<file path="src/srps_ram.sv">
`timescale 1ns / 1ps

module srps_ram #(
	parameter int WIDTH = 16,
	parameter int DEPTH = 256
) (
	input  logic                     clk,
	input  logic                     we,
	input  logic [$clog2(DEPTH)-1:0] waddr,
	input  logic [WIDTH-1:0]         wdata,
	input  logic                     re,
	input  logic [$clog2(DEPTH)-1:0] raddr,
	output logic [WIDTH-1:0]         rdata
);

	logic [WIDTH-1:0] mem_q [DEPTH];

	always_ff @(posedge clk) begin
		if (we) begin
			mem_q[waddr] <= wdata;
		end
		if (re) begin
			rdata <= mem_q[raddr];
		end
	end

endmodule

</file>
<file path="config.mk">
export PLATFORM = sky130hd
export DESIGN_NAME = srps_ram
export DESIGN_NICKNAME = d
export VERILOG_FILES = /design/src/srps_ram.sv
export SDC_FILE = /design/constraint.sdc
export NUM_CORES = 2
export LEC_CHECK = 0
export BUFFER_PORTS_ARGS = -buffer_cell sky130_fd_sc_hd__buf_2
export CORE_MARGIN = 2
export CORE_UTILIZATION = 45
export DETAILED_ROUTE_END_ITERATION = 16
export HOLD_SLACK_MARGIN = 0.05
export PLACE_DENSITY = 0.57
export SYNTH_ARGS = -nofsm -noshare
export SYNTH_HDL_FRONTEND = slang
export SYNTH_SLANG_ARGS = --single-unit
</file>
<file path="constraint.sdc">
create_clock -name clk -period 3.59 [get_ports clk]
set_clock_uncertainty 0.05 [all_clocks]
set_input_delay 0.359 -clock clk [delete_from_list [all_inputs] [get_ports clk]]
set_output_delay 0.359 -clock clk [all_outputs]
set_load 0.01 [all_outputs]
</file>
==> impl_metrics.tcl <==
set metrics [dict create \
    fp.dieH_um 598 \
    final.period_utilization_pct 98.3 \
    max-clock-path-buffers 4 \
    remaining_drc_errors 0 \
    global_route.usage.total_pct 24.7 \
    die_area_um2 358000 \
    grt_start_max_net_pins 109 \
    violations "max-capacitance violations, max-slew violations" \
    yosysWarningCount 0 \
    critical_path_s_most_frequent_cell "sky130_fd_sc_hd__mux4_2" \
    per_cell_via_count_in_the_routed_design 6.07 \
    cts.root.buffer_cell "sky130_fd_sc_hd__clkbuf_16" \
    tritoncts "built" \
    cts_htree_levels 5 \
    max_freq_ghz 0.283 \
    regArea_um2 123000 \
    finalMaxSlewViolations 2 \
    pwr_density_cell_nw_per_um2 551 \
    critical_path_buf_inv_count 1 \
    synth_cell_types 51 \
    drv.max_cap_violation_count 1 \
    final_core_utilization_pct 52.3 \
    irDropWorstVdd_mv 0.427 \
    asyncSetResetFlopFracSynth_pct 0 \
    postSynthCellCount 7360 \
    cpLargestDelayFamily "compound AO/OA/AOI/OAI gates" \
    clk_pin_slew_ns 0.06 \
    cts.sinks 4112 \
    floorplan.core_area_um2 352000 \
    area_delta_synth_final_pct 15.9 \
    multiInputGateArea_um2 33100 \
    sequential_fraction_of_the_synthesis_area_pct 77.7 \
    required_ns 4.24 \
    first_global_vias 80000 \
    grt_pass1_wl_um 622000 \
    final_common_cell "sky130_fd_sc_hd__edfxtp_1" \
    ys_dominant_reg_cell "sky130_fd_sc_hd__edfxtp_1" \
    final_hold_viols 0 \
    maxSlewHeadroom_pct -1.39 \
    synth_area_um2 159000 \
    finalWeightedCongestion 0.900 \
    synth_area_per_cell_um2 21.6 \
    critical_path_class "flip-flop to flip-flop" \
    crit_path_max_incr_delay_ns 1.05 \
    cts-resized-gates 0 \
    route.final.wire_length_um 444000 \
    ant_nets 0 \
    synthesis.nets 7395 \
    dr.pass1.iters 6 \
    port_buffers 50 \
    flip_flop_and_latch_count_after_synthesis 4112 \
    pre_cts_ws_ns -0.606 \
    fin_crit_ns 3.53 \
    grt_setup_unrepaired "false" \
    worst-slew-pin-transition_ns 1.51 \
    rows 218 \
    critical_path_arrival_ns 4.18 \
    worstSetupEndpointType "flip-flop" \
    clock_latency_ns 1.00 \
    hpwl_um 275000 \
    drive_gt1_share_pct 28.7 \
    starting_density_of_the_core_pct 45.1 \
    drc_marker_count_from_the_first_detailed_route_iteration 9965 \
    detail_route.wl_per_cell_um 33.4 \
    slowest_stage "sky130_fd_sc_hd__o32ai_1" \
    chipWidth_um 598 \
    fin_ws_ns 0.0620 \
    synth_enable_flop_cells 4112 \
    path_cells "mux4_2, mux4_2, a22o_1, o32ai_1, buf_4, nor4_1" \
    setup_viol_count_final 0 \
    route.vias.total 80600 \
    min_path_type "input port to flip-flop" \
    boundaryPins 51 \
    cellLeakagePower_nw 59.1 \
    globalRoute.totalOverflow 0 \
    antenna_found_initial 35 \
    cts-buffers-inserted 424 \
    worstSetupStartpointType "flip-flop" \
    finish.net_count 8232 \
    status "finished with violations" \
    timing.critical_path.fanout_max 1 \
    layout.cells.most_common_list "sky130_fd_sc_hd__edfxtp_1, sky130_fd_sc_hd__mux4_2, sky130_fd_sc_hd__buf_4, sky130_fd_sc_hd__mux2i_1, sky130_fd_sc_hd__clkbuf_16" \
    fillerInstances 27400 \
]
==> worst paths after layout <==
kind	from	slack, ns	depth (start not counted)	to
setup reg to reg	mem_q[59][1]	0.06	6	rdata[1]
hold reg to reg	mem_q[96][15]	1.10	6	rdata[15]
setup / recovery	mem_q[59][1]	0.06	6	rdata[1]
hold / removal	waddr[4]	0.14	4	mem_q[115][9]
==> cell usage after synthesis (all sizes together), types with 43 or more instances <==
cell / n / share of area [%]
o221ai: 253 / 1.4
mux2i: 565 / 3.6
nor2: 304 / 0.72
mux4: 797 / 11
nor3: 92 / 0.29
edfxtp: 4112 / 78
a22oi: 43 / 0.20
o22ai: 148 / 0.58
clkbuf: 230 / 0.54
buf: 222 / 1.1
mux2: 88 / 0.62
a21oi: 175 / 0.55
==> power by group <==
group | leakage, nW | switching, mW | total, mW | internal, mW
clock | 6.59 | 18.3 | 43.0 | 24.8
sequential | 37.0 | 0.0723 | 53.0 | 53.0
combinational | 15.5 | 3.47 | 5.44 | 1.96
total | 59.1 | 21.8 | 101 | 79.7
==> routing by layer <==
metal	global-route usage [%]	share of wire (%)
met1	35.0	41
met2	39.1	48
met3	4.21	8.1
met4	7.96	3.4
met5	0	0
==> state kept, by name, indices dropped and copies added, names as in the netlist <==
| signal | count |
|---|---|
| rdata | 16 |
| mem_q | 4096 |
==> layout make-up <==
cell class / instances / share of cell area, %
clock inverters: 246 / 1.30
inverters: 4 / 0.0149
multi-input cells: 2792 / 18.0
well taps: 4730 / 3.21
clock buffers: 523 / 6.02
flip-flops and latches: 4112 / 67.0
diodes: 14 / 0.0190
repair buffers: 863 / 4.43
==> stage by stage <==
stage	power, mW	cells	hold slack (ns)	area, µm²	TNS [ns]
after floorplan	56.6	7360	0.408	159000	0
after global placement	59.4	12500	0.811	170000	-2.74
after detailed placement	59.5	12500	0.824	170000	-2.85
after CTS	102	13300	0.0583	184000	0
after global routing	104	13300	0.132	184000	0
final	101	13300	0.138	184000	0
==> logic make-up (layout without fill, tap and decap cells) <==
group	Yosys count	after routing	share of synthesized area (%)
buffers and inverters	456	1636	1.69
AND/OR/NAND/NOR	556	556	1.57
other	0	14	0
multiplexers	1450	1450	15.5
AO/OA/AOI/OAI	786	786	3.53
flip-flops	4112	4112	77.7
==> worst reg2reg max path: stages, from the launching register on <==
cell	delay, ns
sky130_fd_sc_hd__edfxtp_1	0.37
sky130_fd_sc_hd__mux4_2	0.48
sky130_fd_sc_hd__mux4_2	0.54
sky130_fd_sc_hd__a22o_1	0.45
sky130_fd_sc_hd__o32ai_1	1.06
sky130_fd_sc_hd__buf_4	0.25
sky130_fd_sc_hd__nor4_1	0.05
==> what timing repair did <==
action,4_1_cts,5_1_grt
hold endpoints to repair,1118,0
setup endpoints to repair,0,0
hold buffers,17,0
setup buffers,0,0
(Power assumes the default switching activity.)
