$ cat config.mk
export PLATFORM = sky130hd
export DESIGN_NAME = srps_ctrl
export DESIGN_NICKNAME = d
export VERILOG_FILES = /design/src/srps_pkg.sv /design/src/srps_ctrl.sv
export SDC_FILE = /design/constraint.sdc
export NUM_CORES = 1
export LEC_CHECK = 0
export ABC_CLOCK_PERIOD_IN_PS = 4370
export BUFFER_PORTS_ARGS = -buffer_cell sky130_fd_sc_hd__buf_2
export CORE_UTILIZATION = 65
export CTS_CLUSTER_SIZE = 25
export DETAILED_ROUTE_END_ITERATION = 8
export PLACE_DENSITY = 0.86
export SLEW_MARGIN = 5
export SYNTH_ARGS = -nofsm -noshare
export SYNTH_HDL_FRONTEND = slang
export SYNTH_SLANG_ARGS = --single-unit
$ cat constraint.sdc
create_clock -name clk -period 4.37 [get_ports clk]
set_input_delay 0.437 -clock clk [delete_from_list [all_inputs] [get_ports clk]]
set_output_delay 0.437 -clock clk [all_outputs]
set_load 0.1 [all_outputs]
$ cat src/srps_pkg.sv
`timescale 1ns / 1ps

package srps_pkg;

	localparam int TABLE_DEPTH = 256;
	localparam int TABLE_AW    = $clog2(TABLE_DEPTH);
	localparam int IDX_W       = $clog2(TABLE_DEPTH + 1);

	localparam int PERIOD_W  = 16;
	localparam int COMPARE_W = 15;
	localparam int ACCEL_W   = 9;
	localparam int CRUISE_W  = 16;
	localparam int TIDX_W    = 8;
	localparam int CFG_IDX_W = 1;
	localparam int CFG_DATA_W = 16;

	localparam logic [ACCEL_W-1:0]  ACCEL_LENGTH_RST = 9'd256;
	localparam logic [CRUISE_W-1:0] CRUISE_STEPS_RST = 16'd900;

	localparam logic [CFG_IDX_W-1:0] CFG_ACCEL_LENGTH = 1'd0;
	localparam logic [CFG_IDX_W-1:0] CFG_CRUISE_STEPS = 1'd1;

	localparam logic OP_TICK  = 1'b0;
	localparam logic OP_WRITE = 1'b1;

	localparam logic [1:0] PH_CODE_ACCEL  = 2'd0;
	localparam logic [1:0] PH_CODE_CRUISE = 2'd1;
	localparam logic [1:0] PH_CODE_DECEL  = 2'd2;
	localparam logic [1:0] PH_CODE_STOP   = 2'd3;

	typedef enum logic [3:0] {
		PH_ACCEL  = 4'b0001,
		PH_CRUISE = 4'b0010,
		PH_DECEL  = 4'b0100,
		PH_STOP   = 4'b1000
	} phase_t;

	typedef struct packed {
		logic       update;
		logic [1:0] phase;
		logic       channel_off;
	} step_info_t;

	function automatic logic [1:0] phase_code(phase_t ph);
		logic [1:0] code;
		case (ph)
			PH_ACCEL:  code = PH_CODE_ACCEL;
			PH_CRUISE: code = PH_CODE_CRUISE;
			PH_DECEL:  code = PH_CODE_DECEL;
			PH_STOP:   code = PH_CODE_STOP;
			default:   code = PH_CODE_ACCEL;
		endcase
		return code;
	endfunction

endpackage

$ cat src/srps_ctrl.sv
`timescale 1ns / 1ps

module srps_ctrl (
	input  logic                            clk,
	input  logic                            arst_n,
	input  logic                            item_accept,
	input  logic                            item_op,
	input  logic                            cfg_we,
	input  logic [srps_pkg::CFG_IDX_W-1:0]  cfg_index,
	input  logic [srps_pkg::CFG_DATA_W-1:0] cfg_data,
	output logic                            rd_en,
	output logic [srps_pkg::TABLE_AW-1:0]   rd_addr,
	output srps_pkg::step_info_t            info
);

	import srps_pkg::*;

	logic [ACCEL_W-1:0]  accel_length_q;
	logic [CRUISE_W-1:0] cruise_steps_q;
	logic                half_step_q;
	logic [IDX_W-1:0]    ramp_index_q;
	phase_t              phase_q;
	logic [CRUISE_W-1:0] cruise_left_q;

	logic                half_step_d;
	logic [IDX_W-1:0]    ramp_index_d;
	phase_t              phase_d;
	logic [CRUISE_W-1:0] cruise_left_d;

	logic [IDX_W-1:0]    ramp_len;
	logic [IDX_W-1:0]    idx_inc;
	logic [IDX_W-1:0]    idx_dec;
	logic [CRUISE_W-1:0] left_dec;

	function automatic logic [TABLE_AW-1:0] clamp_addr(logic [IDX_W-1:0] idx);
		logic [TABLE_AW-1:0] a;
		if (32'(idx) >= TABLE_DEPTH) begin
			a = TABLE_AW'(TABLE_DEPTH - 1);
		end else begin
			a = idx[TABLE_AW-1:0];
		end
		return a;
	endfunction

	always_comb begin
		if (accel_length_q == '0) begin
			ramp_len = IDX_W'(1);
		end else if (32'(accel_length_q) > TABLE_DEPTH) begin
			ramp_len = IDX_W'(TABLE_DEPTH);
		end else begin
			ramp_len = IDX_W'(accel_length_q);
		end
		idx_inc  = (32'(ramp_index_q) < TABLE_DEPTH) ? ramp_index_q + IDX_W'(1) : ramp_index_q;
		idx_dec  = (ramp_index_q != '0) ? ramp_index_q - IDX_W'(1) : '0;
		left_dec = (cruise_left_q != '0) ? cruise_left_q - CRUISE_W'(1) : '0;
	end

	always_comb begin
		half_step_d      = half_step_q;
		ramp_index_d     = ramp_index_q;
		phase_d          = phase_q;
		cruise_left_d    = cruise_left_q;
		rd_en            = 1'b0;
		rd_addr          = clamp_addr(ramp_index_q);
		info.update      = 1'b0;
		info.phase       = phase_code(phase_q);
		info.channel_off = 1'b0;
		if (item_accept && item_op == OP_TICK) begin
			half_step_d = ~half_step_q;
			if (half_step_q) begin
				case (phase_q)
					PH_ACCEL: begin
						rd_en        = 1'b1;
						info.update  = 1'b1;
						ramp_index_d = idx_inc;
						if (idx_inc >= ramp_len) begin
							phase_d = PH_CRUISE;
						end
					end
					PH_CRUISE: begin
						cruise_left_d = left_dec;
						if (left_dec == '0) begin
							phase_d = PH_DECEL;
						end
					end
					PH_DECEL: begin
						rd_en        = 1'b1;
						rd_addr      = clamp_addr(idx_dec);
						info.update  = 1'b1;
						ramp_index_d = idx_dec;
						if (idx_dec == '0) begin
							phase_d = PH_STOP;
						end
					end
					default: begin
						info.channel_off = 1'b1;
						ramp_index_d     = '0;
						cruise_left_d    = cruise_steps_q;
						phase_d          = PH_ACCEL;
					end
				endcase
			end
		end else if (cfg_we && cfg_index == CFG_CRUISE_STEPS && phase_q == PH_ACCEL) begin
			cruise_left_d = cfg_data[CRUISE_W-1:0];
		end
	end

	always_ff @(posedge clk or negedge arst_n) begin
		if (!arst_n) begin
			accel_length_q <= ACCEL_LENGTH_RST;
			cruise_steps_q <= CRUISE_STEPS_RST;
			half_step_q    <= 1'b0;
			ramp_index_q   <= '0;
			phase_q        <= PH_ACCEL;
			cruise_left_q  <= CRUISE_STEPS_RST;
		end else begin
			if (cfg_we && cfg_index == CFG_ACCEL_LENGTH) begin
				accel_length_q <= cfg_data[ACCEL_W-1:0];
			end
			if (cfg_we && cfg_index == CFG_CRUISE_STEPS) begin
				cruise_steps_q <= cfg_data[CRUISE_W-1:0];
			end
			half_step_q   <= half_step_d;
			ramp_index_q  <= ramp_index_d;
			phase_q       <= phase_d;
			cruise_left_q <= cruise_left_d;
		end
	end

	assert property (@(posedge clk) disable iff (!arst_n)
		32'(ramp_index_q) <= TABLE_DEPTH)
		else $error("ramp index ran past the table depth");

	assert property (@(posedge clk) disable iff (!arst_n)
		(phase_q == PH_STOP) |-> (ramp_index_q == '0))
		else $error("stop phase entered with a nonzero ramp index");

	assert property (@(posedge clk) disable iff (!arst_n)
		$onehot(phase_q))
		else $error("phase register is not one-hot");

endmodule

==> results of run 1 <==
[final timing paths]
check | to | slack (ns) | cells past startpoint | start
worst min register to register | cruise_steps_q[0] | 0.51 | 1 | cruise_steps_q[0]
worst min-delay path | ramp_index_q[4] | 0.24 | 2 | arst_n
worst max register to register | phase_q[2] | 1.31 | 11 | ramp_index_q[1]
min in group clk | cruise_steps_q[10] | 0.36 | 2 | cfg_data[10]
worst max-delay path | rd_addr[4] | 0.93 | 6 | phase_q[3]
max in group asynchronous | cruise_left_q[11] | 3.68 | 2 | arst_n
[cell usage after synthesis, drive strengths merged, types with 3 or more instances]
master	instances	area (um2)
o31ai	6	45.0
or4	4	38.8
mux2	26	293
buf	16	114
or4b	3	30.0
nand4	4	25.0
nor2	33	126
nor3	17	90.1
nand2	40	150
nand2b	4	25.0
nor4	7	43.8
a221o	6	60.1
o21ai	42	210
xor2	12	105
dfrtp	45	1130
nor4b	5	50.0
clkbuf	15	76.3
xnor2	12	105
ha	14	175
inv	10	37.5
nand3	8	40.0
a21oi	30	161
o22ai	4	25.0
a221oi	5	43.8
dfstp	10	263
a211oi	6	45.0
[sequential cells by signal (all words and copies together), names as in the netlist]
name / flops
cruise_steps_q: 16
half_step_q: 1
accel_length_q: 9
ramp_index_q: 9
cruise_left_q: 16
phase_q: 4
[kinds of logic (layout without fill, tap and decap cells)]
family | Yosys count | after routing | share of synthesized area
buffers and inverters | 42 | 57 | 0.0611
DFF | 55 | 55 | 0.367
muxes | 27 | 27 | 0.0799
AOI/OAI and AO/OA | 114 | 114 | 0.196
and+or+nand+nor | 138 | 138 | 0.194
xor gates and xnor gates | 24 | 24 | 0.0555
adders and majority gates | 14 | 14 | 0.0463
[stage by stage]
stage          area (um2)  hold slack, ns  utilization
2_1_floorplan        3790           0.141            -
3_3_place_gp         3890           0.490        0.697
3_5_place_dp         3890           0.494        0.697
4_1_cts              3980           0.265        0.713
5_1_grt              3980           0.301        0.713
6_report             3980           0.245        0.713
[routing by layer]
layer / vias up / track usage / wire length, um
met4: 0 / 0.126 / 214
met2: 198 / 0.469 / 4170
met5: - / 0 / 0
met1: 1602 / 0.431 / 3950
li1: 1537 / - / -
met3: 26 / 0.0535 / 730
[cell type report]
type | instances | share of cell area
multi-input cells | 317 | 0.545
flip-flops and latches | 55 | 0.349
repair buffers | 38 | 0.0503
well taps | 72 | 0.0227
clock buffers | 6 | 0.0183
inverters | 11 | 0.0104
clock inverters | 2 | 0.00409
[report_power, final]
part           internal [W]  switching (W)  leakage (nW)  total, W
Combinational      0.000239       0.000327         0.962  0.000566
Clock              0.000116       0.000171        0.0418  0.000287
Sequential         0.000642       0.000156         0.633  0.000798
[critical path, delay by kind of cell (launching register included)]
| family | cells | cell delay, ns |
|---|---|---|
| AND/OR/NAND/NOR | 2 | 0.88 |
| flip-flops | 1 | 0.50 |
| AO/OA/AOI/OAI | 3 | 0.83 |
| buffers and inverters | 1 | 0.47 |
[placed cells by master (no fill, tap or decap), types with 4 or more instances in the layout]
master / n
o21ai_0: 41
inv_1: 10
nor2_1: 32
o31ai_1: 6
dfrtp_1: 45
xor2_1: 12
a21oi_1: 29
o22ai_1: 4
nor4_1: 7
a221oi_1: 5
nor3_1: 16
mux2_2: 26
nor4b_1: 4
nand3_1: 8
dfstp_2: 10
ha_1: 14
nand2b_1: 4
a221o_1: 6
nand4_1: 4
xnor2_1: 12
buf_2: 34
clkbuf_8: 5
buf_4: 4
a211oi_1: 6
nand2_1: 40
==> impl_metrics.csv, run 1 <==
group,metric,value,unit
outcome,status,"completed",
clock_tree,cts_resized,0,
min_path,hold_path_class,"input pin to asynchronous set/reset pin",
setup_path,end_kind,"primary output",
job,drv_cap,0,
timing,slew_headroom,0.255,
setup_path,timing_worst_setup_path_type,"register to primary output",
setup_path,cp_slowest_stage_delay,0.81,ns
logic_synthesis,synth_warnings,0,
timing,setup_viol,0,
global_route,grt_pass1_vias,2996,
layout,syn_to_final_growth,4.99,%
logic_synthesis,yosysUniqueCellTypes,61,
placement,pre_cts_ws,1.36,ns
logic_synthesis,avgSynthCellArea,9.15,um2
timing,period_needed,3.44,ns
setup_path,critPathLaunchType,"register",
timing,fmax,290,MHz
route,drc,0,
logic_synthesis,synthArstFlopShare,1.00,
layout,multi_input_area,0.00217,mm2
layout,diodes,0,
floorplan,row_count,27,
power,vdd_drop_max,0.000269,V
clock_tree,worstSkewPairLatency,0.31,ns
logic_synthesis,synthFlopType,"dfrtp_1",
timing,tightest_slew,1.12,ns
global_route,antenna_found_initial,0,
timing,worst_slack,0.925,ns
clock_tree,cts_buffer_depth,2,
route,drt-total-wl,9070,um
route,vias,3363,
logic_synthesis,synth-seq-cells,55,
floorplan,die_w,78.3,um
clock_tree,post_cts_buffers,0,
clock_tree,cts_tree,"yes",
global_route,grt.total_usage,0.306,
floorplan,die_h,78.3,um
timing,finalCritPeriodShare,0.788,
placement,dp.final_hpwl,6180,um
setup_path,cp.arrival,3.01,ns
placement,dp.cells,493,
logic_synthesis,synth-edff-count,0,
timing,drv_slew,0,
power,powerDensity,415,mW/mm2
clock_tree,clock_sinks,55,
timing,finalClockSkew,0.00505,ns
clock_tree,cts_hold_buf,0,
setup_path,slowest_stage,"nor4b_1",
setup_path,cp_cell_sequence,"nor4b_1 -> o41ai_4 -> a21oi_1 -> nor2_1 -> o21ai_0 -> buf_2",
route,drt_iter0_markers,479,
route,dr.pass1.iters,6,
layout,drive_gt1_frac,0.226,
floorplan,io_pins,35,
placement,io_buffers,34,
timing,fin_tns_setup,0,ns
floorplan,die_area,0.00614,mm2
layout,final.fill_count,426,
logic_synthesis,yosysSeqAreaShare,0.367,
timing,hold_viol,0,
route,wl_per_cell,18.1,um
logic_synthesis,synth_nets,450,
power,p_total,0.00165,W
layout,final_nets,464,
floorplan,core,0.00557,mm2
global_route,grt_max_degree,56,
timing,rsz0062_at_grt,"false",
power,cellLeakagePower,1.64,nW
clock_tree,cts_buffers,5,
logic_synthesis,synth.cell_area,0.00379,mm2
logic_synthesis,synth_cells,414,
clock_tree,clk_pin_slew,0.10,ns
clock_tree,cts_root_buffer,"clkbuf_8",
setup_path,cp_max_fo,9,
route,viasPerCell,6.71,
layout,regArea,0.00139,mm2
clock_tree,cts.htree.levels,2,
floorplan,start_util,0.679,
global_route,gr-total-overflow,0,
layout,stdcell_count,501,
route,antenna_left,0,
setup_path,required,3.93,ns
placement,place_congestion,0.980,
global_route,grt_pass1_wl,14600,um
(Power assumes the default switching activity.)
==> inputs of run 2 (changes only) <==
- ABC_AREA: default -> 1
- ABC_CLOCK_PERIOD_IN_PS: 4370 -> 3600
- CORE_UTILIZATION: 65 -> 61
- PLACE_DENSITY: 0.86 -> 0.81
- clock period: 4.37 -> 3.6 ns (I/O delays scaled with it)
==> impl_metrics.csv, run 2 <==
group,metric,value,unit
route,vias,3894,
power,p_total,0.00363,W
global_route,antenna_found_initial,0,
clock_tree,clk_pin_slew,0.10,ns
timing,drv_slew,0,
logic_synthesis,synthFlopType,"dfrtp_1",
clock_tree,post_cts_buffers,0,
placement,dp.final_hpwl,7770,um
logic_synthesis,avgSynthCellArea,7.02,um2
clock_tree,cts_hold_buf,0,
power,powerDensity,824,mW/mm2
timing,fin_tns_setup,0,ns
placement,place_congestion,0.919,
logic_synthesis,yosysSeqAreaShare,0.338,
logic_synthesis,yosysMostFrequentCell,"nand2_1",
timing,worst_slack,0.510,ns
outcome,violations,"DRC",
clock_tree,cts_buffer_depth,2,
logic_synthesis,synth_top_cell_area_share,0.274,
global_route,grt.total_usage,0.303,
timing,fmax,324,MHz
global_route,gr-total-overflow,0,
placement,io_buffers,34,
logic_synthesis,synth_nets,622,
min_path,hold_path_class,"input pin to asynchronous set/reset pin",
floorplan,start_util,0.640,
timing,period_needed,3.09,ns
logic_synthesis,synth_top_area_cell,"dfrtp_1",
global_route,grt_max_degree,43,
layout,final_cell_mix,"150 x nand2_1, 70 x o21ai_0, 69 x nor2_1",
logic_synthesis,synth_area_leaders,"dfrtp_1 27%, nand2_1 14%, o21ai_0 8.5%",
power,cellLeakagePower,2.20,nW
route,antenna_left,0,
outcome,status,"finished with violations",
floorplan,row_count,29,
global_route,grt_pass1_wl,17000,um
logic_synthesis,synthArstFlopShare,1.00,
setup_path,critPathBufInv,4,
logic_synthesis,synth_commonest_cells,"150 x nand2_1, 70 x o21ai_0, 69 x nor2_1",
logic_synthesis,synth-seq-cells,55,
floorplan,io_pins,35,
route,viasPerCell,5.63,
floorplan,die_w,84.1,um
layout,syn_to_final_growth,7.27,%
clock_tree,cts.htree.levels,2,
timing,setup_viol,0,
setup_path,cp_slowest_stage_delay,0.56,ns
layout,final_nets,650,
setup_path,required,3.24,ns
route,wl_per_cell,14.6,um
route,dr.pass1.iters,7,
setup_path,crit_family,"buffers and inverters",
logic_synthesis,synth_cells,586,
job,drv_cap,0,
timing,rsz0062_at_grt,"false",
layout,drive_gt1_frac,0.182,
clock_tree,cts_buffers,5,
clock_tree,cts_root_buffer,"clkbuf_8",
layout,reg_top3,"cruise_left_q x16, cruise_steps_q x16",
timing,hold_viol,0,
timing,finalCritPeriodShare,0.858,
setup_path,end_kind,"primary output",
logic_synthesis,synth-edff-count,0,
placement,pre_cts_ws,0.839,ns
setup_path,cp.arrival,2.73,ns
layout,layout_commonest_cell,"nand2_1",
clock_tree,worstSkewPairLatency,0.31,ns
route,drc,8,
floorplan,core,0.00642,mm2
route,drt_iter0_markers,335,
logic_synthesis,synth.cell_area,0.00411,mm2
timing,finalClockSkew,0.00770,ns
timing,slew_headroom,0.363,
clock_tree,clock_sinks,55,
setup_path,critPathLaunchType,"register",
clock_tree,cts_tree,"yes",
global_route,grt_pass1_vias,3561,
timing,tightest_slew,0.955,ns
setup_path,timing_worst_setup_path_type,"register to primary output",
floorplan,die_area,0.00707,mm2
power,vdd_drop_max,0.000346,V
floorplan,die_h,84.1,um
route,drt-total-wl,10100,um
layout,diodes,0,
clock_tree,cts_resized,0,
setup_path,rr_startpoint,"ramp_index_q[8]",
setup_path,cp_cell_sequence,"clkinv_1 -> nand3_2 -> inv_1 -> nor2_1 -> inv_1 -> nor2_1 -> o21ai_0 -> o21ai_0 -> buf_2",
setup_path,slowest_stage,"dfrtp_1",
logic_synthesis,synth_warnings,0,
setup_path,startpoint,"ramp_index_q[8]",
logic_synthesis,yosysUniqueCellTypes,39,
setup_path,cp_max_fo,11,
[run 2: path summary, 6_finish.rpt]
kind                                      endpoint  slack (ns)  cells past startpoint
worst max-delay path                    rd_addr[5]        0.51                      9
min in group clk                cruise_steps_q[10]        0.25                      3
worst max register to register          phase_q[3]        0.74                     17
worst min register to register   cruise_steps_q[9]        0.48                      2
max in group asynchronous               phase_q[0]        2.60                      2
worst min-delay path               ramp_index_q[0]        0.19                      1
[run 2: logic make-up after synthesis]
kind of cell,count (synthesis),synth area share
buffers and inverters,79,0.0800
AND/OR/NAND/NOR,313,0.366
flip-flops,55,0.338
XOR/XNOR,8,0.0170
AO/OA/AOI/OAI,117,0.157
adder cells (fa/ha/maj),14,0.0426
[run 2: final cells by class]
cell class / count / area (um2)
Tap cell: 77 / 96.3
Sequential cell: 55 / 1390
Clock inverter: 2 / 12.5
Inverter: 61 / 230
Timing Repair Buffer: 39 / 208
Multi-Input combinational cell: 452 / 2400
Clock buffer: 6 / 72.6
Fill cell: 575 / 2010
[run 2: worst register-to-register path: cells and delay by family (launching register included)]
family	cells	cell delay [ns]
AO/OA/AOI/OAI	2	0.28
adder cells (fa/ha/maj)	1	0.29
buffers and inverters	3	0.48
flip-flops	1	0.56
AND/OR/NAND/NOR	11	1.16
[run 2: where the power goes]
part           internal [W]  switching [W]  leakage (nW)
combinational      0.000598        0.00160          1.51
clock              0.000137       0.000208        0.0412
sequential         0.000830       0.000264         0.655
[run 2: routing by layer]
layer  GRT usage  vias up  wire (um)
li1            -     1976          -
met1       0.458     1776       5010
met2       0.451      131       4340
met3      0.0465       11        610
met4      0.0799        0        131
met5           0        -          0
[run 2: stage by stage]
stage / instance area [um2] / utilization / cells / hold slack (ns)
finish: 4410 / 0.687 / 692 / 0.190
global route: 4410 / 0.687 / 692 / 0.251
CTS: 4410 / 0.687 / 692 / 0.220
detailed placement: 4330 / 0.673 / 684 / 0.461
global placement: 4330 / 0.673 / 684 / 0.458
floorplan: 4110 / - / 586 / 0.0644
==> inputs of run 3 (changes only) <==
- CORE_ASPECT_RATIO: default -> 0.6
==> impl_metrics.csv, run 3 (synthesis gave the netlist of run 2 again) <==
group,metric,value,unit
timing,finalClockSkew,0.00429,ns
clock_tree,cts_buffers,5,
timing,period_needed,3.13,ns
setup_path,slowest_stage,"dfrtp_1",
route,wl_per_cell,16.2,um
floorplan,die_area,0.00708,mm2
floorplan,row_count,22,
layout,layout_commonest_cell,"nand2_1",
global_route,grt_pass1_vias,3427,
floorplan,core,0.00630,mm2
placement,io_buffers,34,
min_path,hold_path_class,"input pin to asynchronous set/reset pin",
timing,tightest_slew,0.755,ns
setup_path,timing_worst_setup_path_type,"register to primary output",
clock_tree,cts_root_buffer,"clkbuf_8",
timing,hold_viol,0,
floorplan,start_util,0.652,
layout,diodes,0,
route,drc,0,
clock_tree,worstSkewPairLatency,0.33,ns
timing,timing.hold.ws,0.0804,ns
power,powerDensity,848,mW/mm2
global_route,gr-total-overflow,0,
setup_path,cp_max_fo,11,
timing,fmax,319,MHz
placement,place_congestion,0.994,
route,viasPerCell,5.91,
setup_path,crit_family,"buffers and inverters",
clock_tree,cts_resized,0,
global_route,antenna_found_initial,0,
layout,design_area,0.00444,mm2
clock_tree,cts.htree.levels,2,
setup_path,required,3.24,ns
route,drt-total-wl,11300,um
layout,final_cell_mix,"150 x nand2_1, 70 x o21ai_0, 69 x nor2_1",
timing,fin_tns_setup,0,ns
route,dr.pass1.iters,5,
global_route,grt_max_degree,35,
floorplan,die_w,108,um
setup_path,cp_slowest_stage_delay,0.61,ns
route,antenna_left,0,
clock_tree,clk_pin_slew,0.11,ns
clock_tree,cts_buffer_depth,2,
route,drt_iter0_markers,509,
setup_path,critPathLaunchType,"register",
power,cellLeakagePower,2.22,nW
timing,drv_slew,0,
placement,dp.final_hpwl,8810,um
setup_path,cp_cell_sequence,"clkinv_1 -> nand3_2 -> inv_1 -> nor2_1 -> inv_1 -> nor2_1 -> o21ai_0 -> o21ai_0 -> buf_2",
clock_tree,clock_sinks,55,
floorplan,io_pins,35,
placement,place_area,0.00434,mm2
route,vias,4140,
global_route,grt_pass1_wl,18000,um
layout,drive_gt1_frac,0.185,
floorplan,die_h,65.6,um
timing,slew_headroom,0.496,
clock_tree,cts_tree,"yes",
clock_tree,cts_hold_buf,0,
power,vdd_drop_max,0.000721,V
setup_path,cp.arrival,2.77,ns
placement,pre_cts_ws,0.690,ns
global_route,grt.total_usage,0.341,
clock_tree,post_cts_buffers,0,
setup_path,end_kind,"primary output",
layout,reg_top3,"cruise_left_q x16, cruise_steps_q x16",
timing,rsz0062_at_grt,"false",
timing,setup_viol,0,
timing,finalCritPeriodShare,0.870,
layout,syn_to_final_growth,8.03,%
outcome,status,"completed",
layout,final_nets,651,
power,p_total,0.00377,W
timing,worst_slack,0.468,ns
setup_path,critPathBufInv,4,
job,drv_cap,0,
-- run 3: cell count changes in the layout (fill, tap and decap cells not counted) --
cell and delta:
clkinv_2 -1, buf_4 +1, clkinvlp_4 -1, inv_8 +2
clkbuf_1 -1, clkinv_4 +1
-- run 3: worst paths after layout --
check                             startpoint                 to  slack [ns]  depth (start not counted)
max                          ramp_index_q[8]         rd_addr[5]        0.47                          9
min                                   arst_n    ramp_index_q[8]        0.08                          1
max reg2reg                  ramp_index_q[8]         phase_q[1]        0.58                         17
min reg2reg                cruise_steps_q[9]  cruise_steps_q[9]        0.49                          2
max in group asynchronous             arst_n         phase_q[0]        2.69                          2
min in group clk                 cfg_data[9]  cruise_steps_q[9]        0.22                          3
-- run 3: layout make-up --
| cell class | count | area, um2 |
|---|---|---|
| Clock buffer | 5 | 68.8 |
| Clock inverter | 3 | 31.3 |
| Fill cell | 554 | 1860 |
| Inverter | 61 | 230 |
| Multi-Input combinational cell | 452 | 2400 |
| Sequential cell | 55 | 1390 |
| Tap cell | 84 | 105 |
| Timing Repair Buffer | 40 | 215 |
-- run 3: metal layers --
layer | global-route usage | share of wire | up-vias
met5 | 0 | 0 | -
met4 | 0.0497 | 0.0096 | 0
met3 | 0.0893 | 0.13 | 16
met2 | 0.402 | 0.36 | 246
met1 | 0.587 | 0.50 | 1897
li1 | - | - | 1981
-- run 3: worst register-to-register path: stages (launching register included) --
cell	delay [ns]
dfrtp_1	0.61
clkinv_1	0.40
nand4_1	0.22
nor2_1	0.10
inv_1	0.09
o21ai_0	0.08
nand2_1	0.10
inv_1	0.05
ha_1	0.29
nand4_1	0.09
nor3_1	0.18
nand2_1	0.07
nand4_1	0.14
nand2_1	0.11
a21oi_4	0.21
nand2_4	0.08
nand2_1	0.06
nand2_1	0.04
-- run 3: per-stage QoR --
| stage | utilization | instances |
|---|---|---|
| 2_1_floorplan | - | 586 |
| 5_1_grt | 0.705 | 700 |
| 3_5_place_dp | 0.689 | 692 |
| 4_1_cts | 0.705 | 700 |
| 6_report | 0.705 | 700 |
| 3_3_place_gp | 0.689 | 692 |
-- run 3: power by group --
part           internal [W]  switching [W]
Clock              0.000148       0.000235
Sequential         0.000829       0.000289
Combinational      0.000601        0.00166
Total               0.00158        0.00219
